<file path="config.mk">
export PLATFORM = sky130hd
export DESIGN_NAME = retransmit_timer_table
export DESIGN_NICKNAME = d
export VERILOG_FILES = /design/src/hdl/rtt_pkg.sv /design/src/hdl/rtt_fifo.sv /design/src/hdl/rtt_front.sv /design/src/hdl/rtt_back.sv /design/src/hdl/retransmit_timer_table.sv
export SDC_FILE = /design/constraint.sdc
export NUM_CORES = 2
export LEC_CHECK = 0
export CAP_MARGIN = 0
export CORE_ASPECT_RATIO = 1.2
export CORE_MARGIN = 2
export CORE_UTILIZATION = 45
export CTS_CLUSTER_DIAMETER = 200
export DETAILED_ROUTE_END_ITERATION = 8
export DONT_BUFFER_PORTS = 1
export GPL_ROUTABILITY_DRIVEN = 0
export PLACE_DENSITY = 0.68
export SLEW_MARGIN = 20
export SYNTH_ARGS = -nofsm -noshare
export SYNTH_HDL_FRONTEND = slang
export SYNTH_SLANG_ARGS = --single-unit
export TNS_END_PERCENT = 5
</file>
<file path="constraint.sdc">
create_clock -name clk -period 11.1 [get_ports clk]
set_input_delay 2.22 -clock clk [delete_from_list [all_inputs] [get_ports clk]]
set_output_delay 2.22 -clock clk [all_outputs]
set_load 0.02 [all_outputs]
</file>
<file path="src/hdl/rtt_pkg.sv">
// ----------------------------------------------------------------------------
// rtt_pkg
// Types, codes and constants shared by the retransmit timer table modules.
// ----------------------------------------------------------------------------
package rtt_pkg;

  localparam int TABLE_DEPTH_DEF = 16;
  localparam int MAX_RESULTS     = 16;

  localparam logic [15:0] ACK_PERIOD_RST = 16'd200;
  localparam logic [7:0]  ACK_RETRY_RST  = 8'd5;

  // configuration register indexes
  localparam logic [7:0] CFG_IDX_PERIOD = 8'd0;
  localparam logic [7:0] CFG_IDX_RETRY  = 8'd1;

  // request types
  localparam logic [1:0] REQ_SUBMIT = 2'd0;
  localparam logic [1:0] REQ_ACK    = 2'd1;
  localparam logic [1:0] REQ_TICK   = 2'd2;

  // message kinds
  localparam logic [1:0] KIND_NEW   = 2'd0;
  localparam logic [1:0] KIND_REPLY = 2'd1;
  localparam logic [1:0] KIND_ACK   = 2'd2;

  // result events
  localparam logic [2:0] EV_SENT      = 3'd0;
  localparam logic [2:0] EV_RESENT    = 3'd1;
  localparam logic [2:0] EV_DROPPED   = 3'd2;
  localparam logic [2:0] EV_MATCHED   = 3'd3;
  localparam logic [2:0] EV_UNMATCHED = 3'd4;
  localparam logic [2:0] EV_FULL      = 3'd5;

  typedef struct packed {
    logic [1:0]  req_type;
    logic [1:0]  msg_kind;
    logic [31:0] msg_id;
    logic [15:0] resend_period;
    logic [7:0]  retry_budget;
    logic [15:0] dest_handle;
    logic [15:0] payload_handle;
  } in_word_t;

  typedef struct packed {
    logic [2:0]  event_res;
    logic [31:0] out_msg_id;
    logic [1:0]  out_kind;
    logic [15:0] out_dest;
    logic [15:0] out_payload;
    logic        last;
  } out_word_t;

  // classified command handed from front to back
  typedef struct packed {
    logic [1:0]  req;
    logic [1:0]  kind;
    logic [31:0] msg_id;
    logic [15:0] period;
    logic [7:0]  retries;
    logic [15:0] dest;
    logic [15:0] payload;
  } cmd_t;

  // one table entry
  typedef struct packed {
    logic [31:0] id;
    logic [1:0]  kind;
    logic [31:0] deadline;
    logic [15:0] period;
    logic [7:0]  retries;
    logic [15:0] dest;
    logic [15:0] payload;
  } entry_t;

endpackage

</file>
<file path="src/hdl/rtt_fifo.sv">
// ----------------------------------------------------------------------------
// rtt_fifo
// Small synchronous queue of words, first in first out.
// ----------------------------------------------------------------------------
module rtt_fifo #(
  parameter int  DEPTH  = 2,
  parameter type DATA_T = logic [7:0]
) (
  input  logic  clk,
  input  logic  rst_n,
  input  logic  wr_en,
  input  DATA_T wr_data,
  output logic  full,
  input  logic  rd_en,
  output DATA_T rd_data,
  output logic  empty
);

  localparam int AW = $clog2(DEPTH);

  DATA_T         mem [DEPTH];
  logic [AW:0]   wr_ptr_r, wr_ptr_nxt;
  logic [AW:0]   rd_ptr_r, rd_ptr_nxt;
  logic          do_wr, do_rd;

  // status from pointer compare
  assign empty = (wr_ptr_r == rd_ptr_r);
  assign full  = (wr_ptr_r[AW] != rd_ptr_r[AW]) &&
                 (wr_ptr_r[AW-1:0] == rd_ptr_r[AW-1:0]);
  assign do_wr = wr_en && !full;
  assign do_rd = rd_en && !empty;
  assign rd_data = mem[rd_ptr_r[AW-1:0]];

  // pointer update
  always_comb begin
    wr_ptr_nxt = do_wr ? wr_ptr_r + 1'b1 : wr_ptr_r;
    rd_ptr_nxt = do_rd ? rd_ptr_r + 1'b1 : rd_ptr_r;
  end

  always_ff @(posedge clk) begin
    if (!rst_n) begin
      wr_ptr_r <= '0;
      rd_ptr_r <= '0;
    end else begin
      wr_ptr_r <= wr_ptr_nxt;
      rd_ptr_r <= rd_ptr_nxt;
    end
  end

  // storage
  always_ff @(posedge clk) begin
    if (do_wr) begin
      mem[wr_ptr_r[AW-1:0]] <= wr_data;
    end
  end

endmodule

</file>
<file path="src/hdl/rtt_front.sv">
// ----------------------------------------------------------------------------
// rtt_front
// Accepts request words, holds the ack settings, drops unknown codes and
// resolves the period and retry count of each submit.
// ----------------------------------------------------------------------------
module rtt_front (
  input  logic              clk,
  input  logic              rst_n,
  input  logic              cfg_valid,
  output logic              cfg_ready,
  input  logic [7:0]        cfg_index,
  input  logic [15:0]       cfg_data,
  input  logic              push,
  input  rtt_pkg::in_word_t in_word,
  output logic              full,
  output logic              cmd_push,
  output rtt_pkg::cmd_t     cmd_word,
  input  logic              cmd_full
);

  import rtt_pkg::*;

  logic [15:0] ack_period_r, ack_period_nxt;
  logic [7:0]  ack_retry_r, ack_retry_nxt;
  logic        keep;

  assign cfg_ready = 1'b1;

  // configuration registers
  always_comb begin
    ack_period_nxt = ack_period_r;
    ack_retry_nxt  = ack_retry_r;
    if (cfg_valid) begin
      if (cfg_index == CFG_IDX_PERIOD) begin
        ack_period_nxt = cfg_data;
      end else if (cfg_index == CFG_IDX_RETRY) begin
        ack_retry_nxt = cfg_data[7:0];
      end
    end
  end

  always_ff @(posedge clk) begin
    if (!rst_n) begin
      ack_period_r <= ACK_PERIOD_RST;
      ack_retry_r  <= ACK_RETRY_RST;
    end else begin
      ack_period_r <= ack_period_nxt;
      ack_retry_r  <= ack_retry_nxt;
    end
  end

  // classify the request, unknown codes are consumed without a command
  always_comb begin
    unique case (in_word.req_type)
      REQ_SUBMIT: keep = (in_word.msg_kind == KIND_NEW) ||
                         (in_word.msg_kind == KIND_REPLY) ||
                         (in_word.msg_kind == KIND_ACK);
      REQ_ACK, REQ_TICK: keep = 1'b1;
      default: keep = 1'b0;
    endcase
  end

  // resolve submit settings
  always_comb begin
    cmd_word.req     = in_word.req_type;
    cmd_word.kind    = in_word.msg_kind;
    cmd_word.msg_id  = in_word.msg_id;
    cmd_word.period  = in_word.resend_period;
    cmd_word.retries = in_word.retry_budget;
    cmd_word.dest    = in_word.dest_handle;
    cmd_word.payload = in_word.payload_handle;
    if (in_word.msg_kind == KIND_ACK) begin
      cmd_word.period  = ack_period_r;
      cmd_word.retries = ack_retry_r;
    end
  end

  assign full     = cmd_full;
  assign cmd_push = push && !cmd_full && keep;

endmodule

</file>
<file path="src/hdl/rtt_back.sv">
// ----------------------------------------------------------------------------
// rtt_back
// Executes commands against the timer table: stores submits, removes acked
// entries and walks the table on each tick to resend or drop due entries.
// ----------------------------------------------------------------------------
module rtt_back #(
  parameter int TABLE_DEPTH = rtt_pkg::TABLE_DEPTH_DEF
) (
  input  logic               clk,
  input  logic               rst_n,
  input  logic               cmd_empty,
  input  rtt_pkg::cmd_t      cmd_word,
  output logic               cmd_pop,
  input  logic               res_full,
  output logic               res_push,
  output rtt_pkg::out_word_t res_word
);

  import rtt_pkg::*;

  localparam int IW = $clog2(TABLE_DEPTH);
  localparam int CW = $clog2(TABLE_DEPTH + 1);
  localparam int NW = $clog2(MAX_RESULTS + 1);

  localparam logic [2:0] ST_IDLE    = 3'd0;
  localparam logic [2:0] ST_SUB     = 3'd1;
  localparam logic [2:0] ST_SCAN    = 3'd2;
  localparam logic [2:0] ST_ACK_END = 3'd3;
  localparam logic [2:0] ST_HANDLE  = 3'd4;

  logic [2:0]             state_r, state_nxt;
  cmd_t                   cmd_r, cmd_nxt;
  logic [31:0]            time_r, time_nxt;
  logic [31:0]            next_id_r, next_id_nxt;
  logic [TABLE_DEPTH-1:0] valid_r, valid_nxt;
  logic [TABLE_DEPTH-1:0] pend_r, pend_nxt;
  logic [IW-1:0]          scan_idx_r, scan_idx_nxt;
  logic                   issue_r, issue_nxt;
  logic                   rd_vld_r, rd_vld_nxt;
  logic [IW-1:0]          rd_idx_r;
  entry_t                 rd_data_r;
  logic                   found_r, found_nxt;
  logic [IW-1:0]          best_idx_r, best_idx_nxt;
  logic [31:0]            best_age_r, best_age_nxt;
  entry_t                 best_r, best_nxt;
  logic [CW-1:0]          count_r, count_nxt;
  logic [NW-1:0]          n_r, n_nxt;
  logic                   first_r, first_nxt;

  entry_t                 mem [TABLE_DEPTH];
  logic                   mem_we;
  logic [IW-1:0]          mem_waddr;
  entry_t                 mem_wdata;

  logic                   free_found;
  logic [IW-1:0]          free_idx;
  logic [31:0]            sub_id;
  logic [31:0]            diff;
  logic [31:0]            age;
  logic                   due;
  logic                   pend;
  logic                   last_one;

  // lowest free slot
  always_comb begin
    free_found = 1'b0;
    free_idx   = '0;
    for (int i = TABLE_DEPTH - 1; i >= 0; i--) begin
      if (!valid_r[i]) begin
        free_found = 1'b1;
        free_idx   = IW'(i);
      end
    end
  end

  // due test and age of the entry under scan
  assign diff = rd_data_r.deadline - time_r;
  assign age  = time_r - rd_data_r.deadline;
  assign due  = (diff == '0) || diff[31];
  assign pend = first_r ? (valid_r[rd_idx_r] && due) : pend_r[rd_idx_r];
  assign sub_id   = (cmd_r.kind == KIND_NEW) ? next_id_r : cmd_r.msg_id;
  assign last_one = (n_r == NW'(MAX_RESULTS - 1)) || (count_r == CW'(1));

  // sequencer
  always_comb begin
    state_nxt    = state_r;
    cmd_nxt      = cmd_r;
    time_nxt     = time_r;
    next_id_nxt  = next_id_r;
    valid_nxt    = valid_r;
    pend_nxt     = pend_r;
    scan_idx_nxt = scan_idx_r;
    issue_nxt    = issue_r;
    rd_vld_nxt   = 1'b0;
    found_nxt    = found_r;
    best_idx_nxt = best_idx_r;
    best_age_nxt = best_age_r;
    best_nxt     = best_r;
    count_nxt    = count_r;
    n_nxt        = n_r;
    first_nxt    = first_r;
    cmd_pop      = 1'b0;
    res_push     = 1'b0;
    res_word     = '0;
    mem_we       = 1'b0;
    mem_waddr    = best_idx_r;
    mem_wdata    = best_r;

    unique case (state_r)
      ST_IDLE: begin
        if (!cmd_empty) begin
          cmd_pop      = 1'b1;
          cmd_nxt      = cmd_word;
          found_nxt    = 1'b0;
          scan_idx_nxt = '0;
          unique case (cmd_word.req)
            REQ_SUBMIT: state_nxt = ST_SUB;
            REQ_ACK: begin
              state_nxt = ST_SCAN;
              issue_nxt = 1'b1;
            end
            REQ_TICK: begin
              state_nxt = ST_SCAN;
              issue_nxt = 1'b1;
              time_nxt  = time_r + 32'd1;
              first_nxt = 1'b1;
              count_nxt = '0;
              n_nxt     = '0;
            end
            default: state_nxt = ST_IDLE;
          endcase
        end
      end

      ST_SUB: begin
        if (!res_full) begin
          res_push            = 1'b1;
          res_word.out_msg_id = sub_id;
          res_word.out_kind   = cmd_r.kind;
          res_word.out_dest   = cmd_r.dest;
          res_word.out_payload = cmd_r.payload;
          res_word.last       = 1'b1;
          if (free_found) begin
            res_word.event_res  = EV_SENT;
            mem_we              = 1'b1;
            mem_waddr           = free_idx;
            mem_wdata.id        = sub_id;
            mem_wdata.kind      = cmd_r.kind;
            mem_wdata.deadline  = time_r + {16'd0, cmd_r.period};
            mem_wdata.period    = cmd_r.period;
            mem_wdata.retries   = cmd_r.retries;
            mem_wdata.dest      = cmd_r.dest;
            mem_wdata.payload   = cmd_r.payload;
            valid_nxt[free_idx] = 1'b1;
            if (cmd_r.kind == KIND_NEW) begin
              next_id_nxt = next_id_r + 32'd1;
            end
          end else begin
            res_word.event_res = EV_FULL;
          end
          state_nxt = ST_IDLE;
        end
      end

      ST_SCAN: begin
        // issue reads in slot order
        if (issue_r) begin
          rd_vld_nxt = 1'b1;
          if (scan_idx_r == IW'(TABLE_DEPTH - 1)) begin
            issue_nxt = 1'b0;
          end else begin
            scan_idx_nxt = scan_idx_r + 1'b1;
          end
        end
        // evaluate the slot read last cycle
        if (rd_vld_r) begin
          if (cmd_r.req == REQ_ACK) begin
            if (valid_r[rd_idx_r] && (rd_data_r.id == cmd_r.msg_id)) begin
              valid_nxt[rd_idx_r] = 1'b0;
              if (!found_r) begin
                found_nxt = 1'b1;
                best_nxt  = rd_data_r;
              end
            end
          end else begin
            if (first_r) begin
              pend_nxt[rd_idx_r] = pend;
              if (pend) begin
                count_nxt = count_r + 1'b1;
              end
            end
            if (pend && (!found_r || (age > best_age_r))) begin
              found_nxt    = 1'b1;
              best_age_nxt = age;
              best_idx_nxt = rd_idx_r;
              best_nxt     = rd_data_r;
            end
          end
          if (rd_idx_r == IW'(TABLE_DEPTH - 1)) begin
            if (cmd_r.req == REQ_ACK) begin
              state_nxt = ST_ACK_END;
            end else begin
              state_nxt = found_nxt ? ST_HANDLE : ST_IDLE;
            end
          end
        end
      end

      ST_ACK_END: begin
        if (!res_full) begin
          res_push            = 1'b1;
          res_word.out_msg_id = cmd_r.msg_id;
          res_word.last       = 1'b1;
          if (found_r) begin
            res_word.event_res   = EV_MATCHED;
            res_word.out_kind    = best_r.kind;
            res_word.out_dest    = best_r.dest;
            res_word.out_payload = best_r.payload;
          end else begin
            res_word.event_res = EV_UNMATCHED;
          end
          state_nxt = ST_IDLE;
        end
      end

      ST_HANDLE: begin
        if (!res_full) begin
          res_push             = 1'b1;
          res_word.out_msg_id  = best_r.id;
          res_word.out_kind    = best_r.kind;
          res_word.out_dest    = best_r.dest;
          res_word.out_payload = best_r.payload;
          res_word.last        = last_one;
          pend_nxt[best_idx_r] = 1'b0;
          if (best_r.retries == '0) begin
            res_word.event_res     = EV_DROPPED;
            valid_nxt[best_idx_r]  = 1'b0;
          end else begin
            res_word.event_res = EV_RESENT;
            mem_we             = 1'b1;
            mem_wdata.retries  = best_r.retries - 8'd1;
            mem_wdata.deadline = time_r + {16'd0, best_r.period};
          end
          n_nxt     = n_r + 1'b1;
          count_nxt = count_r - 1'b1;
          if (last_one) begin
            state_nxt = ST_IDLE;
          end else begin
            // next round over the remaining due entries
            state_nxt    = ST_SCAN;
            issue_nxt    = 1'b1;
            scan_idx_nxt = '0;
            found_nxt    = 1'b0;
            first_nxt    = 1'b0;
          end
        end
      end

      default: state_nxt = ST_IDLE;
    endcase
  end

  // control registers
  always_ff @(posedge clk) begin
    if (!rst_n) begin
      state_r   <= ST_IDLE;
      time_r    <= '0;
      next_id_r <= '0;
      valid_r   <= '0;
      pend_r    <= '0;
      issue_r   <= 1'b0;
      rd_vld_r  <= 1'b0;
      found_r   <= 1'b0;
      count_r   <= '0;
      n_r       <= '0;
      first_r   <= 1'b0;
    end else begin
      state_r   <= state_nxt;
      time_r    <= time_nxt;
      next_id_r <= next_id_nxt;
      valid_r   <= valid_nxt;
      pend_r    <= pend_nxt;
      issue_r   <= issue_nxt;
      rd_vld_r  <= rd_vld_nxt;
      found_r   <= found_nxt;
      count_r   <= count_nxt;
      n_r       <= n_nxt;
      first_r   <= first_nxt;
    end
  end

  // working registers
  always_ff @(posedge clk) begin
    cmd_r      <= cmd_nxt;
    scan_idx_r <= scan_idx_nxt;
    rd_idx_r   <= scan_idx_r;
    best_idx_r <= best_idx_nxt;
    best_age_r <= best_age_nxt;
    best_r     <= best_nxt;
  end

  // table memory, one write port and one registered read port
  always_ff @(posedge clk) begin
    if (mem_we) begin
      mem[mem_waddr] <= mem_wdata;
    end
    rd_data_r <= mem[scan_idx_r];
  end

endmodule

</file>
<file path="src/hdl/retransmit_timer_table.sv">
// ----------------------------------------------------------------------------
// retransmit_timer_table
// Table of outstanding messages with resend deadlines, retry counts and ack
// matching, fed and drained through queue style ports.
// ----------------------------------------------------------------------------
// A submit gives one word. An ack scans the whole table through the single
// read port of the table memory. A tick scans the whole table once when
// nothing is due, and every handled entry costs one full pass over the table
// to find the oldest deadline. Up to 16 entries are handled per tick; the rest
// stay due for the next tick. Requests queue in a two word buffer in front of
// the engine and results in a two word buffer behind it, so either side may
// stall without losing words. Configuration writes are always ready.
module retransmit_timer_table #(
  parameter int TABLE_DEPTH = rtt_pkg::TABLE_DEPTH_DEF
) (
  input  logic               clk,
  input  logic               rst_n,
  input  logic               cfg_valid,
  output logic               cfg_ready,
  input  logic [7:0]         cfg_index,
  input  logic [15:0]        cfg_data,
  input  logic               push,
  input  rtt_pkg::in_word_t  in_word,
  output logic               full,
  output logic               empty,
  input  logic               pop,
  output rtt_pkg::out_word_t out_word
);

  import rtt_pkg::*;

  logic      cmd_push, cmd_full, cmd_empty, cmd_pop;
  cmd_t      cmd_in, cmd_out;
  logic      res_push, res_full;
  out_word_t res_word;

  // request classification
  rtt_front u_front (
    .clk       (clk),
    .rst_n     (rst_n),
    .cfg_valid (cfg_valid),
    .cfg_ready (cfg_ready),
    .cfg_index (cfg_index),
    .cfg_data  (cfg_data),
    .push      (push),
    .in_word   (in_word),
    .full      (full),
    .cmd_push  (cmd_push),
    .cmd_word  (cmd_in),
    .cmd_full  (cmd_full)
  );

  // command queue between front and back
  rtt_fifo #(.DEPTH(2), .DATA_T(cmd_t)) u_cmd_q (
    .clk     (clk),
    .rst_n   (rst_n),
    .wr_en   (cmd_push),
    .wr_data (cmd_in),
    .full    (cmd_full),
    .rd_en   (cmd_pop),
    .rd_data (cmd_out),
    .empty   (cmd_empty)
  );

  // table engine
  rtt_back #(.TABLE_DEPTH(TABLE_DEPTH)) u_back (
    .clk       (clk),
    .rst_n     (rst_n),
    .cmd_empty (cmd_empty),
    .cmd_word  (cmd_out),
    .cmd_pop   (cmd_pop),
    .res_full  (res_full),
    .res_push  (res_push),
    .res_word  (res_word)
  );

  // result queue
  rtt_fifo #(.DEPTH(2), .DATA_T(out_word_t)) u_res_q (
    .clk     (clk),
    .rst_n   (rst_n),
    .wr_en   (res_push),
    .wr_data (res_word),
    .full    (res_full),
    .rd_en   (pop),
    .rd_data (out_word),
    .empty   (empty)
  );

  // engine never writes a full result queue
  a_res_no_overflow: assert property (@(posedge clk) disable iff (!rst_n)
    res_push |-> !res_full)
    else $error("result word pushed into full queue");

  // engine never pops an empty command queue
  a_cmd_no_underflow: assert property (@(posedge clk) disable iff (!rst_n)
    cmd_pop |-> !cmd_empty)
    else $error("command word popped from empty queue");

  // only defined event codes leave the block
  a_event_code: assert property (@(posedge clk) disable iff (!rst_n)
    !empty |-> (out_word.event_res <= EV_FULL))
    else $error("undefined event code on result port");

endmodule
</file>
==> results_dict.tcl <==
set metrics [dict create \
    status "finished clean" \
    syn_avg_cell_area_um2 18.6 \
    clock.fmax_mhz 138 \
    totalWireLength_um 277000 \
    p_leak_uw 0.0409 \
    place.detailed.hpwl_um 154000 \
    grt_max_degree 144 \
    period_minus_slack_ns 7.25 \
    peakVddDrop_v 0.000190 \
    synth_area_leaders "edfxtp_1, mux4_2, dfxtp_1, mux2_2, ha_1" \
    clkSinkCount 2803 \
    synth_top_flop_cell "edfxtp_1" \
    rows 200 \
    cp_slowest_cell "buf_4" \
    cts-root-buf "clkbuf_16" \
    grt_pass1_wl_um 403000 \
    drc 0 \
    final_cells 9627 \
    max-slew-margin-rel 0.151 \
    clk_latency_ns 0.97 \
    synth-seq-cells 2803 \
    dp.cells 9116 \
    fin_crit_sh 0.653 \
    worstPathRequired_ns 11.64 \
    die-height_um 551 \
    crit_fanout 43 \
    grt_pass1_vias 59300 \
    floorplan.initialDensity 0.453 \
    cellPowerDensity_nw_per_um2 236 \
    yosysMostFrequentCell "edfxtp_1" \
    grtUsageTotal 0.217 \
    hold_end "u_back.best_r[45]" \
    finalHoldViolCount 0 \
    wl_per_cell_um 28.8 \
    cp_num_buf_inv 4 \
    synth_edf_count 2530 \
    worst-r2r-cell-count 24 \
    ys_async_sr_fraction 0 \
    htree_levels 5 \
    tightest_slew_ns 1.27 \
    viasPerCell 6.08 \
    synth_common_cells "edfxtp_1, mux4_2, nand2_1" \
    via_count 58500 \
    setup_tns_ns 0 \
    multi_input_area_um2 29300 \
    finClkSkew_ns 0.134 \
    crit_cells 24 \
    cpLargestDelayFamily "compound AO/OA/AOI/OAI gates" \
    synth_cell_types 95 \
    ys_warn_count 0 \
    reg2reg_to "u_back.best_r[7]" \
    die_area_um2 253000 \
    max-cap-violations 0 \
    drt_iter0_markers 6816 \
    synth_fp_nets 6308 \
    setup_viol 0 \
    slew_viol_final 0 \
    seqCellArea_um2 81400 \
    hold_start "u_back.rd_data_r[45]" \
    r2r_slack_ns 3.85 \
    grt_overflow 0 \
    cp.arrival_ns 7.79 \
    port_buffers 0 \
    antenna_found_initial 7 \
    synth_top_area_cell "edfxtp_1" \
    rsz0062_at_grt "no" \
    syn_to_final_growth_pct 12.2 \
    netlist_instances 6045 \
    dieWidth_um 460 \
    holdPathStages 0 \
    ctsHoldBuffers 0 \
    startpoint_type "register" \
    cts_tree "yes" \
    worstReg2RegStart "u_back.time_r[0]" \
    criticalPathCategory "reg -> reg" \
    ys_seq_area_frac 0.725 \
    hold_ws_ns 0.344 \
    core-area_um2 248000 \
    ctsResizeCount 0 \
    ant_nets 0 \
    crit_chain "inv_1 -> ha_1 -> inv_1 -> fa_1 -> a21o_1 -> a21oi_1 -> o21bai_1 -> a21oi_1 -> o21ai_0 -> a2111oi_2 -> o41a_1 -> o221a_2 -> o21ai_1 -> a311oi_1 -> xnor2_1 -> ha_1 -> nand4_1 -> nor4_1 -> nand3_1 -> nand4_1 -> nand3_1 -> a21oi_4 -> buf_4 -> buf_4" \
    nFillCells 19600 \
    syn_area_um2 112000 \
    cts_buffer_depth 4 \
    min_path_type "reg -> reg" \
    drive_above_1_share 0.223 \
    post-cts-setup-buffer-count 0 \
    utilization 0.508 \
    path_clk_slew_ns 0.06 \
    numCtsBuffers 290 \
    endpoint_kind "register" \
    synth_top_area_share 0.677 \
    max_stage_delay_ns 0.75 \
    fin_nets 6442 \
    io_pins 194 \
    dr.pass1.iters 9 \
]
[cell type report]
| class | instances | area share |
|---|---|---|
| Sequential cell | 2803 | 0.647 |
| Inverter | 163 | 0.00490 |
| Multi-Input combinational cell | 2787 | 0.233 |
| Tap cell | 3232 | 0.0321 |
| Antenna cell | 3 | 0.0000596 |
| Clock buffer | 402 | 0.0643 |
| Timing Repair Buffer | 134 | 0.0101 |
| Clock inverter | 103 | 0.00859 |
[worst max-delay path by stage]
| stage | start | to | slack [ns] |
|---|---|---|---|
| 2_1_floorplan | u_back.time_r[0] | u_back.best_r[0] | 0.32 |
| 3_3_place_gp | u_back.time_r[0] | u_back.best_r[14] | 4.04 |
| 3_5_place_dp | u_back.time_r[0] | u_back.best_r[24] | 3.92 |
| 4_1_cts | u_back.time_r[0] | u_back.best_r[107] | 3.90 |
| 5_1_grt | u_back.time_r[0] | u_back.best_r[7] | 3.28 |
| 6_report | u_back.time_r[0] | u_back.best_r[7] | 3.85 |
[registers in the layout, summed over array words and instances (netlist names), 5 cells and up, named ones only]
name                  cells
u_back.best_age_r        32
u_back.best_r           122
u_back.cmd_r             92
u_back.count_r            5
u_back.mem             1952
u_back.n_r                5
u_back.next_id_r         32
u_back.pend_r            16
u_back.rd_data_r        122
u_back.time_r            32
u_back.valid_r           16
u_cmd_q.mem             184
u_front.ack_period_r     16
u_front.ack_retry_r       8
u_res_q.mem             140
[cells in the final DEF, fill, tap and decap left out, types with 20 or more instances in the layout]
master | synthesis | final
a21o_1 | 62 | 62
a21oi_1 | 145 | 142
a222oi_1 | 22 | 22
a22o_1 | 36 | 36
a31oi_1 | 33 | 33
and3_1 | 22 | 22
buf_4 | 5 | 111
bufinv_16 | 0 | 20
clkbuf_1 | 220 | 79
clkbuf_16 | 0 | 298
clkbuf_8 | 0 | 25
clkinv_1 | 0 | 21
clkinv_2 | 0 | 46
dfxtp_1 | 273 | 271
edfxtp_1 | 2530 | 2530
ha_1 | 139 | 139
inv_1 | 162 | 161
mux2_2 | 185 | 185
mux2i_1 | 81 | 81
mux4_2 | 619 | 619
nand2_1 | 365 | 364
nand2b_1 | 25 | 25
nand3_1 | 63 | 63
nand4_1 | 53 | 53
nor2_1 | 213 | 190
nor2_4 | 0 | 20
nor3_1 | 44 | 42
nor4_1 | 26 | 26
o21a_1 | 25 | 25
o21ai_0 | 140 | 137
o21bai_1 | 22 | 22
or3_1 | 20 | 20
xnor2_1 | 129 | 129
xor2_1 | 63 | 63
[cells by family after synthesis]
logic type                 Yosys count  synth area share
muxes                              885             0.150
other                                1         0.0000334
AOI/OAI and AO/OA                  665            0.0406
and+or+nand+nor                    902            0.0372
adders and majority gates          142            0.0160
buffers and inverters              455            0.0157
DFF                               2803             0.725
xor gates and xnor gates           192            0.0150
[metal layers]
| layer | GRT usage | part of all wire |
|---|---|---|
| met1 | 0.289 | 0.39 |
| met2 | 0.365 | 0.50 |
| met3 | 0.0339 | 0.073 |
| met4 | 0.0734 | 0.033 |
| met5 | 0 | 0.000047 |
[stage by stage]
stage	setup WS, ns	instance area (µm²)	power [µW]
CTS	3.90	126000	30000
global placement	4.04	117000	20400
floorplan	0.320	112000	18400
global route	3.28	126000	30800
detailed placement	3.92	117000	20500
finish	3.85	126000	29700
[power by group]
group | internal, µW | switching, µW | total, µW
combinational | 3190 | 4030 | 7220
clock | 5560 | 3900 | 9460
sequential | 12600 | 470 | 13100
Power figures use the tool's default switching activity.
